**config.mk**
```make
export PLATFORM = sky130hd
export DESIGN_NAME = tsq_ctrl
export DESIGN_NICKNAME = d
export VERILOG_FILES = /design/src/sv/tsq_pkg.sv /design/src/sv/tsq_ctrl.sv
export SDC_FILE = /design/constraint.sdc
export NUM_CORES = 1
export LEC_CHECK = 0
export CORE_UTILIZATION = 45
export DETAILED_ROUTE_END_ITERATION = 7
export DONT_BUFFER_PORTS = 1
export PLACE_DENSITY = 0.69
export SYNTH_ARGS = -nofsm -noshare
export SYNTH_HDL_FRONTEND = slang
export SYNTH_SLANG_ARGS = --single-unit
export TNS_END_PERCENT = 5
```
**constraint.sdc**
```tcl
create_clock -name aclk -period 1.9 [get_ports aclk]
set_clock_uncertainty 0.15 [all_clocks]
set_input_delay 0.095 -clock aclk [delete_from_list [all_inputs] [get_ports aclk]]
set_output_delay 0.095 -clock aclk [all_outputs]
set_load 0.03 [all_outputs]
```
**src/sv/tsq_pkg.sv**
```systemverilog
// Shared types, constants and command codes of the tone sequencer.
package tsq_pkg;

    localparam int MAX_NOTES = 64;
    localparam int ADDR_W    = $clog2(MAX_NOTES);
    localparam int POS_W     = $clog2(MAX_NOTES + 1);
    localparam int NOTE_W    = 43;
    localparam int DIV_W     = 48;
    localparam int DIVR_W    = 32;
    localparam int DIV_CNT_W = $clog2(DIV_W);

    localparam logic [1:0] KIND_LOAD = 2'd0;
    localparam logic [1:0] KIND_PLAY = 2'd1;
    localparam logic [1:0] KIND_STOP = 2'd2;
    localparam logic [1:0] KIND_TICK = 2'd3;

    localparam logic [1:0] ENV_RISE = 2'd0;
    localparam logic [1:0] ENV_FALL = 2'd1;

    localparam logic [1:0] REG_TIMER_CLOCK = 2'd0;
    localparam logic [1:0] REG_AMP_PERIOD  = 2'd1;
    localparam logic [1:0] REG_VOLUME      = 2'd2;

    localparam logic [15:0] REST_BASE_HZ = 16'd1000;
    localparam logic [31:0] MS_PER_S     = 32'd1000;
    localparam logic [8:0]  Q8_ONE       = 9'd256;

    // Division by 1000 as a multiply by ceil(2^38 / 1000) and a shift by 38; the
    // result is exact for every 32-bit dividend.
    localparam logic [28:0] MS_RECIP = 29'd274877907;
    localparam int          MS_SHIFT = 38;
    localparam int          CPROD_W  = 61;

    typedef struct packed {
        logic [1:0]  kind;
        logic [5:0]  note_index;
        logic [15:0] note_freq;
        logic [15:0] note_duration_ms;
        logic [8:0]  note_amp;
        logic [1:0]  note_envelope;
        logic [6:0]  play_length;
    } in_beat_t;

    typedef struct packed {
        logic [31:0] period_reload;
        logic [15:0] duty_compare;
        logic        tone_on;
        logic        playing;
        logic        sequence_done;
    } out_beat_t;

    typedef struct packed {
        logic [27:0] timer_clock_hz;
        logic [15:0] amp_timer_period;
        logic [8:0]  volume;
    } cfg_t;

    typedef struct packed {
        logic [15:0] freq;
        logic [15:0] dur;
        logic [8:0]  amp;
        logic [1:0]  env;
    } note_t;

    typedef enum logic [4:0] {
        OP_NONE,
        OP_CAPTURE,
        OP_LOAD,
        OP_PLAY,
        OP_STOP,
        OP_HALF,
        OP_TICK,
        OP_LATCH,
        OP_LATCH_ENV,
        OP_MUL1,
        OP_MUL2,
        OP_DIV_RELOAD,
        OP_SET_RELOAD,
        OP_MUL_COUNT,
        OP_SET_COUNT,
        OP_ENV_MUL,
        OP_DIV_ENV,
        OP_SET_COMPARE,
        OP_ADVANCE,
        OP_END,
        OP_EMIT
    } op_t;

    typedef enum logic [4:0] {
        ST_IDLE,
        ST_DECODE,
        ST_RD,
        ST_LATCH,
        ST_MUL1,
        ST_MUL2,
        ST_DRL,
        ST_DRL_W,
        ST_DCT,
        ST_DCT_W,
        ST_ENVM,
        ST_DEV,
        ST_DEV_W,
        ST_TRD,
        ST_TLATCH,
        ST_ADV,
        ST_CHECK,
        ST_EMIT
    } state_t;

    typedef struct packed {
        op_t op;
    } cmd_t;

    typedef struct packed {
        logic [1:0] kind;
        logic       playing;
        logic       half;
        logic       div_done;
        logic       remain_zero;
        logic       pos_end;
        logic       len_zero;
        logic       out_free;
    } stat_t;

endpackage

```
**src/sv/tsq_ctrl.sv**
```systemverilog
// Controller state machine of the tone sequencer.
module tsq_ctrl (
    input  logic           aclk,
    input  logic           aresetn,
    input  logic           s_valid,
    output logic           s_ready,
    input  tsq_pkg::stat_t stat,
    output tsq_pkg::cmd_t  cmd
);

    tsq_pkg::state_t state_reg, state_next;
    logic tick_ctx_reg, tick_ctx_next;

    always_ff @(posedge aclk) begin
        if (!aresetn) begin
            state_reg    <= tsq_pkg::ST_IDLE;
            tick_ctx_reg <= 1'b0;
        end else begin
            state_reg    <= state_next;
            tick_ctx_reg <= tick_ctx_next;
        end
    end

    always_comb begin
        state_next    = state_reg;
        tick_ctx_next = tick_ctx_reg;
        cmd.op        = tsq_pkg::OP_NONE;
        s_ready       = 1'b0;
        unique case (state_reg)
            tsq_pkg::ST_IDLE: begin
                s_ready = 1'b1;
                if (s_valid) begin
                    cmd.op     = tsq_pkg::OP_CAPTURE;
                    state_next = tsq_pkg::ST_DECODE;
                end
            end
            tsq_pkg::ST_DECODE: begin
                tick_ctx_next = 1'b0;
                unique case (stat.kind)
                    tsq_pkg::KIND_LOAD: begin
                        cmd.op     = tsq_pkg::OP_LOAD;
                        state_next = tsq_pkg::ST_EMIT;
                    end
                    tsq_pkg::KIND_PLAY: begin
                        cmd.op     = tsq_pkg::OP_PLAY;
                        state_next = stat.len_zero ? tsq_pkg::ST_EMIT : tsq_pkg::ST_RD;
                    end
                    tsq_pkg::KIND_STOP: begin
                        cmd.op     = tsq_pkg::OP_STOP;
                        state_next = tsq_pkg::ST_EMIT;
                    end
                    default: begin
                        if (!stat.playing) begin
                            state_next = tsq_pkg::ST_EMIT;
                        end else if (stat.half) begin
                            cmd.op     = tsq_pkg::OP_HALF;
                            state_next = tsq_pkg::ST_EMIT;
                        end else begin
                            cmd.op        = tsq_pkg::OP_TICK;
                            tick_ctx_next = 1'b1;
                            state_next    = tsq_pkg::ST_TRD;
                        end
                    end
                endcase
            end
            tsq_pkg::ST_RD:    state_next = tsq_pkg::ST_LATCH;
            tsq_pkg::ST_LATCH: begin
                cmd.op     = tsq_pkg::OP_LATCH;
                state_next = tsq_pkg::ST_MUL1;
            end
            tsq_pkg::ST_MUL1: begin
                cmd.op     = tsq_pkg::OP_MUL1;
                state_next = tsq_pkg::ST_MUL2;
            end
            tsq_pkg::ST_MUL2: begin
                cmd.op     = tsq_pkg::OP_MUL2;
                state_next = tsq_pkg::ST_DRL;
            end
            tsq_pkg::ST_DRL: begin
                cmd.op     = tsq_pkg::OP_DIV_RELOAD;
                state_next = tsq_pkg::ST_DRL_W;
            end
            tsq_pkg::ST_DRL_W: begin
                if (stat.div_done) begin
                    cmd.op     = tsq_pkg::OP_SET_RELOAD;
                    state_next = tsq_pkg::ST_DCT;
                end
            end
            tsq_pkg::ST_DCT: begin
                cmd.op     = tsq_pkg::OP_MUL_COUNT;
                state_next = tsq_pkg::ST_DCT_W;
            end
            tsq_pkg::ST_DCT_W: begin
                cmd.op     = tsq_pkg::OP_SET_COUNT;
                state_next = tsq_pkg::ST_ENVM;
            end
            tsq_pkg::ST_TRD:    state_next = tsq_pkg::ST_TLATCH;
            tsq_pkg::ST_TLATCH: begin
                cmd.op     = tsq_pkg::OP_LATCH_ENV;
                state_next = tsq_pkg::ST_ENVM;
            end
            tsq_pkg::ST_ENVM: begin
                cmd.op     = tsq_pkg::OP_ENV_MUL;
                state_next = tsq_pkg::ST_DEV;
            end
            tsq_pkg::ST_DEV: begin
                cmd.op     = tsq_pkg::OP_DIV_ENV;
                state_next = tsq_pkg::ST_DEV_W;
            end
            tsq_pkg::ST_DEV_W: begin
                if (stat.div_done) begin
                    cmd.op     = tsq_pkg::OP_SET_COMPARE;
                    state_next = (tick_ctx_reg && stat.remain_zero) ?
                                 tsq_pkg::ST_ADV : tsq_pkg::ST_EMIT;
                end
            end
            tsq_pkg::ST_ADV: begin
                cmd.op     = tsq_pkg::OP_ADVANCE;
                state_next = tsq_pkg::ST_CHECK;
            end
            tsq_pkg::ST_CHECK: begin
                tick_ctx_next = 1'b0;
                if (stat.pos_end) begin
                    cmd.op     = tsq_pkg::OP_END;
                    state_next = tsq_pkg::ST_EMIT;
                end else begin
                    state_next = tsq_pkg::ST_RD;
                end
            end
            tsq_pkg::ST_EMIT: begin
                if (stat.out_free) begin
                    cmd.op     = tsq_pkg::OP_EMIT;
                    state_next = tsq_pkg::ST_IDLE;
                end
            end
            default: state_next = tsq_pkg::ST_IDLE;
        endcase
    end

endmodule

```
==> results of run 1 <==
==> what timing repair did <==
action,CTS,global route
cloned,0,0
resized for setup,4,11
hold buffers,2,0
pin swaps,0,2
hold endpoints to repair,6,0
endpoints found under the setup margin,4,7
buffers inserted,1,0
==> cell type report <==
| class | count | area [um^2] | share of cell area (%) |
|---|---|---|---|
| Tap cell | 16 | 20.0 | 1.92 |
| Inverter | 4 | 15.0 | 1.44 |
| Multi-Input combinational cell | 93 | 671 | 64.2 |
| Timing Repair Buffer | 24 | 189 | 18.1 |
| Sequential cell | 6 | 128 | 12.2 |
| Clock buffer | 3 | 22.5 | 2.16 |
==> worst min path at each step <==
stage                                           end     from  slack [ns]  cells after the start
after floorplan           tick_ctx_reg$_SDFFE_PN0P_  aresetn        0.06                      2
after global placement    tick_ctx_reg$_SDFFE_PN0P_  aresetn        0.06                      2
after detailed placement  state_reg[1]$_SDFFE_PN0P_  aresetn        0.07                      1
after CTS                 tick_ctx_reg$_SDFFE_PN0P_  stat[6]        0.06                      3
after global routing      tick_ctx_reg$_SDFFE_PN0P_  stat[6]        0.07                      3
final                     tick_ctx_reg$_SDFFE_PN0P_  stat[6]        0.06                      3
==> power by group through the flow <==
stage | sequential (mW) | combinational (mW) | clock [mW]
3_5_place_dp | 0.166 | 0.387 | 0
6_report | 0.169 | 0.421 | 0.119
3_3_place_gp | 0.162 | 0.382 | 0
5_1_grt | 0.170 | 0.451 | 0.132
4_1_cts | 0.166 | 0.397 | 0.120
2_1_floorplan | 0.147 | 0.291 | 0
==> cells in the final DEF, fill, tap and decap left out, types with 2 or more instances in the layout <==
cell and count:
nand3_1 3, o21ai_1 2, a311oi_1 2, dlygate4sd3_1 2, a21oi_1 11, inv_1 3
dfxtp_1 2, dfxtp_2 3, o221ai_1 2, buf_4 21, xor2_1 2, nor4_1 2
nand3b_1 3, o31a_1 3, clkbuf_4 3, o21ai_0 5, nand2_1 12, nor2_1 6
nor3_1 2, nor2b_1 3, nand2b_1 5
==> logic make-up (layout without fill, tap and decap cells) <==
group / Yosys count / after routing
AOI/OAI and AO/OA: 39 / 39
xor gates and xnor gates: 2 / 2
buffers and inverters: 13 / 31
DFF: 6 / 6
muxes: 1 / 1
and+or+nand+nor: 51 / 51
==> metal layers <==
layer / global-route usage [%] / vias to the layer above
met4: 7.88 / 0
met5: 0 / -
met2: 48.2 / 53
met1: 37.1 / 445
met3: 8.57 / 6
li1: - / 458
==> critical path, stage by stage (launching register included) <==
cell       delay (ns)
dfxtp_4          0.37
or3b_4           0.41
or2_4            0.28
o2111ai_4        0.20
buf_6            0.16
==> stage by stage <==
step / instance area [um^2] / worst slack [ns] / utilization (%)
floorplan: 817 / -0.0407 / -
global placement: 940 / 0.111 / 59.6
detailed placement: 940 / 0.0911 / 59.6
CTS: 1000 / -0.0280 / 63.7
global route: 1040 / -0.0667 / 66.3
finish: 1040 / -0.0149 / 66.3
==> impl_summary.txt, run 1 <==
----------------------------------------------------
[Timing]
  Final min period ... 1.91 ns
  Sum of negative setup slack ... -0.0149 ns
  Hold violation count in the final report ... 0
  Relative slew slack ... 76.4%
  Total setup violations reported at the end of the flow ... 1
  Peak Freq ... 0.522 GHz
  Final Cycle Share ... 101%
  RSZ-0062 raised after global routing ... true
  Minimum hold slack ... 0.0617 ns
  Slew at the pin with the worst max-slew slack ... 0.351 ns
  Max-slew violation count ... 0
  Final setup slack of the worst path ... -0.0149 ns

[GRT]
  Wire length of the first global-routing pass ... 4200 um
  Via count of the first global-routing pass ... 904
  All-Layer GR Usage ... 29.3%
  Number of antenna violations at the first check in global routing ... 0
  Overflow left after global routing ... 0
  Largest net degree at the start of global routing ... 12

[Synthesis]
  Post-synthesis adder-cell area fraction ... 0%
  Leading cell types by total area after synthesis ... dfxtp_1 (15%), a21oi_1 (6.9%), nand2_1 (5.6%)
  Register area share after synthesis ... 15.0%
  Number of enable-type register cells in the synthesized netlist ... 0
  Top flip-flop cell by instance count after synthesis ... dfxtp_1
  Yosys top cell by area ... dfxtp_1
  Synthesized instance count ... 112
  Synth warnings ... 0
  Synth Area in XOR/XNOR ... 2.18%
  Synthesized-area fraction occupied by ao, oa, aoi and oai cells ... 35.3%
  Async set-or-reset flop fraction in the synthesized netlist ... 0%
  Per-instance average area after synthesis ... 7.16 um^2
  Library cell with the highest instance count after synthesis ... nand2_1
  Top post-synthesis cells by count ... nand2_1 (12), a21oi_1 (11), o21ai_0 (7)
  Yosys reg bits ... 6
  Netlist area before placement ... 802 um^2
  Cell variety after synth ... 46
  Number of nets in the synthesized netlist ... 124
  Post-synthesis mux area share ... 1.40%
  Dominant combinational cell family by area after synthesis ... simple AND/OR/NAND/NOR gates
  Fraction of post-synthesis cell area in the top cell type by area ... 15.0%
  Synth Area in Simple Gates ... 37.4%

[Route]
  Overall via count from detail_route ... 962
  Initial detailed-routing violation count ... 31
  Post-Route M1 WL ... 1040 um
  Antenna Violating Nets Remaining ... 0
  Remaining design rule violation count ... 1
  Detailed-routed wire length on met3 ... 200 um
  Total length of routed wires ... 2590 um
  Post-DR wirelength/cell ... 17.7 um
  Highest layer used for signal routing ... met4
  Drt pass-1 iters ... 6
  Met2 Wirelength ... 1300 um
  Post-detailed-route via-to-cell ratio ... 6.59

[Power and ir drop]
  Net switching fraction of the power ... 43.5%
  Gate power share ... 59.4%
  Internal power consumption ... 0.401 mW
  Sum of internal, switching and leakage power ... 0.709 mW
  Worst voltage drop across the vdd grid ... 355 uV
  P_leak ... 0.412 nW
  Register share of total power ... 23.8%
  Switch Pwr ... 0.308 mW
  PD cells ... 679 nW/um^2
  Clock share of power ... 16.8%

[Placement]
  Final weighted congestion of routability-driven global placement ... 0.910
  Inst Count DP ... 140
  Count of input and output buffers ... 0
  Detailed-placement wirelength estimate ... 1920 um

[Clock tree]
  Count of H-tree levels built during CTS ... 1
  Clk pin slew, worst setup/hold paths ... 0.05 ns
  TritonCTS Buffers ... 3
  CTS Root Buffer Type ... clkbuf_4
  Worst skew pair latency ... 0.25 ns
  Worst-case clock buffer depth ... 2
  CTS tree ... done
  Clock Sink Count ... 6

[Layout]
  Flip-flop count of the largest register, all copies and words added ... 5
  Final Non-Filler Cells ... 146
  Number of fillers in the final layout ... 144
  Net total in the final layout ... 144
  Diode insertion count for antenna repair ... 0
  Signed area change from the synthesized netlist to the final layout ... 30.3%
  Layout cell share with drive strength beyond 1 ... 35.4%

[Die]
  Floorplan core area ... 1580 um^2
  Floorplan die width ... 44.2 um
  Top-level port count ... 18
  Initial core utilization ... 50.9%
  Height of the die ... 44.2 um
  Floorplan die area ... 1950 um^2
  Standard-cell rows ... 14

[Critical path]
  Worst R2R Setup Slack ... 0.07 ns
  Reg2Reg Capture Point ... state_reg[0]$_SDFFE_PN0P_
  Critical path destination ... cmd[4]
  Maximum fanout along the worst path ... 10
  Crit path launch ... state_reg[0]$_SDFFE_PN0P_
  CP Capture Type ... output port
  Critical path arrival ... 1.67 ns
  Type of the worst setup path ... reg2out
  Number of cells traversed by the worst register-to-register path ... 5
  Kind of start point of the critical path ... register
  Worst EP required ... 1.65 ns
  Launching point of the worst reg2reg path ... state_reg[2]$_SDFFE_PN0P_

[Outcome]
  Run status ... complete, but fails checks
  Failing checks ... DRC, setup timing

[Hold path]
  Class of the tightest hold or removal check ... in2reg

[Run]
  Max-cap violations ... 0

----------------------------------------------------
(Power assumes the default switching activity.)
==> run 2, diff against run 1 <==
Settings changed: SKIP_CTS_REPAIR_TIMING from default to 1.
==> run 2 against run 1 <==
  * The run still ends with DRC, setup timing left
  * Worst setup slack improved by 0.010 ns
  * Critical path depth unchanged
  * Combinational power about the same
  * Via count is 0.31% higher
  * Non-clock buffer count is the same
  * Worst hold slack improved by 0.0014 ns
  * Count of clock-buffer cells in the layout stayed put
  * Clock power about the same
  * Highest routed layer unchanged
==> impl_summary.txt, run 2 (synthesized netlist as in run 1, its figures left out) <==
----------------------------------------------------
[Timing]
  Slew at the pin with the worst max-slew slack ... 0.352 ns (+0.000398 ns)
  Relative slew slack ... 76.4% (about the same)
  Hold violation count in the final report ... 0 (unchanged)
  RSZ-0062 raised after global routing ... true
  Peak Freq ... 0.525 GHz (+0.55%)
  Final min period ... 1.90 ns (-0.0104 ns)
  Final setup slack of the worst path ... -0.00443 ns (+0.0104 ns)
  Minimum hold slack ... 0.0631 ns (+0.00142 ns)
  Final Cycle Share ... 100% (-0.55 points)
  Max-slew violation count ... 0 (unchanged)
  Total setup violations reported at the end of the flow ... 1 (unchanged)

[Layout]
  Net total in the final layout ... 144 (unchanged)
  Most frequent standard cell in the layout excluding fill and tap cells ... buf_4
  Layout cell share with drive strength beyond 1 ... 35.4% (unchanged)
  Flip-flop count of the largest register, all copies and words added ... 5 (unchanged)
  Diode insertion count for antenna repair ... 0 (unchanged)
  Footprint of the flip-flops and latches ... 128 um^2 (unchanged)
  Final core utilization ... 66.5% (+0.24 points)
  Final Non-Filler Cells ... 146 (unchanged)
  Signed area change from the synthesized netlist to the final layout ... 30.7%
  Commonest cells after routing, fill and taps aside ... buf_4 (20), nand2_1 (12), a21oi_1 (11)
  Combined area of the multi-input logic cells ... 671 um^2 (unchanged)
  Number of fillers in the final layout ... 143 (-0.69%)

[GRT]
  Number of antenna violations at the first check in global routing ... 0 (unchanged)
  Overflow left after global routing ... 0 (unchanged)
  Largest net degree at the start of global routing ... 12 (unchanged)
  Via count of the first global-routing pass ... 886 (-2.0%)
  Wire length of the first global-routing pass ... 4040 um (-3.8%)
  All-Layer GR Usage ... 27.8% (-1.4 points)

[Route]
  Initial detailed-routing violation count ... 58 (+87%)
  Post-detailed-route via-to-cell ratio ... 6.61 (+0.31%)
  Drt pass-1 iters ... 6 (unchanged)
  Antenna Violating Nets Remaining ... 0 (unchanged)
  Total length of routed wires ... 2550 um (-1.5%)
  Remaining design rule violation count ... 1 (unchanged)
  Overall via count from detail_route ... 965 (+0.31%)
  Post-DR wirelength/cell ... 17.4 um (-1.5%)

[Critical path]
  Launching point of the worst reg2reg path ... state_reg[2]$_SDFFE_PN0P_
  Worst R2R Setup Slack ... 0.04 ns (-0.03 ns)
  CP Capture Type ... output port
  Type of the worst setup path ... reg2out
  Crit path launch ... state_reg[0]$_SDFFE_PN0P_
  Critical path arrival ... 1.66 ns (about the same)
  Maximum fanout along the worst path ... 10 (unchanged)
  Kind of start point of the critical path ... register
  Worst EP required ... 1.65 ns (about the same)

[Power and ir drop]
  Register share of total power ... 23.8% (about the same)
  P_leak ... 0.412 nW (+0.17%)
  Internal power consumption ... 0.401 mW (+0.17%)
  PD cells ... 674 nW/um^2 (-0.70%)
  Net switching fraction of the power ... 43.2% (-0.29 points)
  Switch Pwr ... 0.305 mW (-1.0%)
  Clock share of power ... 16.5% (-0.3 points)
  Gate power share ... 59.7% (+0.3 points)
  Worst voltage drop across the vdd grid ... 356 uV (about the same)

[Die]
  Top-level port count ... 18 (unchanged)
  Height of the die ... 44.2 um (unchanged)
  Floorplan die area ... 1950 um^2 (unchanged)
  Initial core utilization ... 50.9% (unchanged)
  Floorplan die width ... 44.2 um (unchanged)
  Floorplan core area ... 1580 um^2 (unchanged)
  Standard-cell rows ... 14 (unchanged)

[Clock tree]
  CTS Root Buffer Type ... clkbuf_4
  CTS tree ... done
  Count of H-tree levels built during CTS ... 1 (unchanged)
  TritonCTS Buffers ... 3 (unchanged)
  Worst-case clock buffer depth ... 2 (unchanged)
  Clk pin slew, worst setup/hold paths ... 0.04 ns (about the same)
  Clock Sink Count ... 6 (unchanged)
  Worst skew pair latency ... 0.25 ns (about the same)

[Hold path]
  Class of the tightest hold or removal check ... in2reg
  Startpoint of the most critical hold path ... stat[6]

[Outcome]
  Failing checks ... DRC, setup timing
  Run status ... complete, but fails checks

[Run]
  Max-cap violations ... 0 (unchanged)

[Placement]
  Final weighted congestion of routability-driven global placement ... 0.910 (unchanged)
  Detailed-placement wirelength estimate ... 1920 um (unchanged)
  Setup slack after placement ... 0.0911 ns (unchanged)
  Inst Count DP ... 140 (unchanged)
  Count of input and output buffers ... 0 (unchanged)

----------------------------------------------------
[run 2: cell count changes in the layout (fill, tap and decap cells not counted)]
cell   previous run  this run
buf_6             1         2
buf_4            21        20
[run 2: cell type report]
type	instances	area share, %
multi-input combinational	93	64.0
inverter	4	1.43
sequential	6	12.2
tap	16	1.91
timing repair buffer	24	18.4
clock buffer	3	2.15
[run 2: worst max-delay path, cell delays in order, from the launching register on]
cell	delay, ns
dfxtp_4	0.37
or3b_4	0.41
or2_4	0.28
o2111ai_4	0.19
buf_6	0.16
[run 2: power groups by stage]
stage               clock network, mW  registers (mW)  logic [mW]
floorplan                           0           0.147       0.291
global placement                    0           0.162       0.382
detailed placement                  0           0.166       0.387
CTS                             0.120           0.163       0.388
global route                    0.132           0.170       0.451
finish                          0.117           0.168       0.422
[run 2: metal layers]
layer / track usage (%) / share of wire (%) / wire, um
met1: 35.6 / 38 / 964
met3: 8.16 / 11 / 271
met4: 6.06 / 1.5 / 37
met5: 0 / 0 / 0
met2: 46.2 / 50 / 1270
[run 2: per-stage QoR]
step / instance area (um^2) / power (mW) / TNS (ns)
floorplan: 817 / 0.438 / -0.0407
global placement: 940 / 0.545 / 0
detailed placement: 940 / 0.552 / 0
CTS: 962 / 0.671 / -0.370
global route: 1050 / 0.753 / -0.200
finish: 1050 / 0.707 / -0.00443
[run 2: worst paths after layout]
| check | endpoint | depth (start not counted) |
|---|---|---|
| setup reg to reg | state_reg[0]$_SDFFE_PN0P_ | 5 |
| hold / removal | tick_ctx_reg$_SDFFE_PN0P_ | 3 |
| setup / recovery | cmd[4] | 4 |
| hold reg to reg | tick_ctx_reg$_SDFFE_PN0P_ | 2 |
==> run 3, diff against run 2 <==
Settings changed: CORE_UTILIZATION 45 to 25, PLACE_DENSITY 0.69 to 0.47.
==> run 3 against run 2 <==
  * Combinational power is 2% higher
  * First-iteration DRC count is 43% lower
  * Worst hold slack worse by 0.076 ns
  * Largest power group unchanged
  * Flip-flop and latch count stayed put
  * The run ends with hold timing left
==> impl_summary.txt, run 3 (synthesized netlist as in run 1, its figures left out) <==
----------------------------------------------------
[Critical path]
  Cell with the largest stage delay on the worst path ... or3b_4
  Type of the worst setup path ... reg2out
  Number of cells traversed by the worst register-to-register path ... 6 (+1)
  Maximum fanout along the worst path ... 13 (+3)
  Worst EP required ... 1.65 ns (about the same)
  Critical path arrival ... 1.64 ns (-0.02 ns)
  Ordered cell list for the critical path ... or3b_4, or2_4, o2111ai_2, buf_6
  Delay contributed by the slowest stage of the critical path ... 0.40 ns (about the same)
  CP Capture Type ... output port
  Kind of start point of the critical path ... register

[Layout]
  Combined area of the multi-input logic cells ... 662 um^2 (-1.3%)
  Net total in the final layout ... 151 (+4.9%)
  Most frequent standard cell in the layout excluding fill and tap cells ... buf_4
  Final core utilization ... 37.2% (-29 points)
  Flip-flop count of the largest register, all copies and words added ... 5 (unchanged)
  Layout cell share with drive strength beyond 1 ... 41.6% (+6.2 points)
  Number of fillers in the final layout ... 334 (+130%)
  Footprint of the flip-flops and latches ... 136 um^2 (+6.9%)
  Commonest cells after routing, fill and taps aside ... buf_4 (27), nand2_1 (12), a21oi_1 (11)
  Signed area change from the synthesized netlist to the final layout ... 41.7%
  Diode insertion count for antenna repair ... 0 (unchanged)

[Placement]
  Setup slack after placement ... 0.0174 ns (-0.0737 ns)
  Detailed-placement wirelength estimate ... 1970 um (+2.2%)
  Final weighted congestion of routability-driven global placement ... 0.869 (-4.5%)
  Count of input and output buffers ... 0 (unchanged)

[Clock tree]
  Worst-case clock buffer depth ... 2 (unchanged)
  CTS Root Buffer Type ... clkbuf_4
  Clk pin slew, worst setup/hold paths ... 0.04 ns (about the same)
  CTS tree ... done
  Worst skew pair latency ... 0.24 ns (about the same)
  Clock Sink Count ... 6 (unchanged)
  TritonCTS Buffers ... 3 (unchanged)
  Count of H-tree levels built during CTS ... 1 (unchanged)

[GRT]
  Overflow left after global routing ... 0 (unchanged)
  Largest net degree at the start of global routing ... 14 (+2)
  All-Layer GR Usage ... 16.1% (-12 points)
  Via count of the first global-routing pass ... 880 (-0.68%)
  Number of antenna violations at the first check in global routing ... 0 (unchanged)
  Wire length of the first global-routing pass ... 4160 um (+3.1%)

[Timing]
  Final Cycle Share ... 99.4% (-0.83 points)
  RSZ-0062 raised after global routing ... true
  Minimum hold slack ... -0.0127 ns (-0.0758 ns)
  Total setup violations reported at the end of the flow ... 0 (-1)
  Max-slew violation count ... 0 (unchanged)
  Hold violation count in the final report ... 1 (+1)
  Sum of negative setup slack ... 0 ns (+0.00443 ns)
  Peak Freq ... 0.529 GHz (+0.83%)
  Final min period ... 1.89 ns (-0.0157 ns)
  Slew at the pin with the worst max-slew slack ... 0.373 ns (+0.0211 ns)
  Relative slew slack ... 75.0% (-1.4 points)
  Final setup slack of the worst path ... 0.0112 ns (+0.0157 ns)

[Power and ir drop]
  Net switching fraction of the power ... 42.8% (-0.42 points)
  P_leak ... 0.444 nW (+7.7%)
  Internal power consumption ... 0.411 mW (+2.3%)
  Switch Pwr ... 0.307 mW (+0.57%)
  Sum of internal, switching and leakage power ... 0.718 mW (+1.5%)
  Clock share of power ... 15.9% (-0.6 points)
  Worst voltage drop across the vdd grid ... 380 uV (+6.8%)
  Register share of total power ... 24.2% (+0.4 points)
  PD cells ... 632 nW/um^2 (-6.3%)
  Gate power share ... 59.9% (+0.2 points)

[Route]
  Antenna Violating Nets Remaining ... 0 (unchanged)
  Drt pass-1 iters ... 4 (-2)
  Remaining design rule violation count ... 0 (-1)
  Post-DR wirelength/cell ... 14.8 um (-15%)
  Total length of routed wires ... 2680 um (+5.4%)
  Post-detailed-route via-to-cell ratio ... 5.31 (-20%)
  Initial detailed-routing violation count ... 33 (-43%)
  Overall via count from detail_route ... 961 (-0.41%)

[Die]
  Top-level port count ... 18 (unchanged)
  Initial core utilization ... 26.3% (-25 points)
  Floorplan core area ... 3050 um^2 (+94%)
  Standard-cell rows ... 20 (+6)
  Floorplan die area ... 3440 um^2 (+76%)
  Floorplan die width ... 58.6 um (+33%)
  Height of the die ... 58.6 um (+33%)

[Hold path]
  Class of the tightest hold or removal check ... in2reg
  Hold-critical path depth ... 3 (unchanged)

[Outcome]
  Failing checks ... hold timing
  Run status ... complete, but fails checks

[Run]
  Max-cap violations ... 0 (unchanged)

----------------------------------------------------
run 3: power by group through the flow:
stage	combinational, mW	sequential [mW]	clock, mW
global placement	0.396	0.169	0
detailed placement	0.396	0.169	0
finish	0.430	0.173	0.114
floorplan	0.291	0.147	0
global route	0.463	0.175	0.130
CTS	0.397	0.167	0.122
run 3: stage by stage:
step,std cells,cell area (um^2)
3_5_place_dp,171,997
5_1_grt,181,1140
6_report,181,1140
4_1_cts,174,1020
2_1_floorplan,112,817
3_3_place_gp,171,997
run 3: final timing paths:
path | start | endpoint | slack (ns)
max | state_reg[0]$_SDFFE_PN0P_ | cmd[4] | 0.01
min | stat[4] | state_reg[0]$_SDFFE_PN0P_ | -0.01
max reg2reg | state_reg[0]$_SDFFE_PN0P_ | state_reg[1]$_SDFFE_PN0P_ | 0.03
min reg2reg | tick_ctx_reg$_SDFFE_PN0P_ | tick_ctx_reg$_SDFFE_PN0P_ | 0.30
run 3: worst max-delay path: cells and delay by family (launching register included):
kind                   cells  cell delay [ns]
AOI/OAI and AO/OA          1             0.19
buffers and inverters      1             0.16
DFF                        1             0.39
and+or+nand+nor            2             0.67
run 3: final cells by class:
class	instances	share of cell area [%]
Clock buffer	3	1.98
Timing Repair Buffer	31	21.6
Multi-Input combinational cell	93	58.3
Sequential cell	6	12.0
Tap cell	44	4.85
Inverter	4	1.32
run 3: layer usage:
metal / vias up / part of all wire, % / track usage (%)
li1: 466 / - / -
met1: 447 / 45 / 22.7
met2: 44 / 49 / 25.0
met3: 4 / 5.7 / 3.30
met4: 0 / 0.63 / 4.08
met5: - / 0 / 0
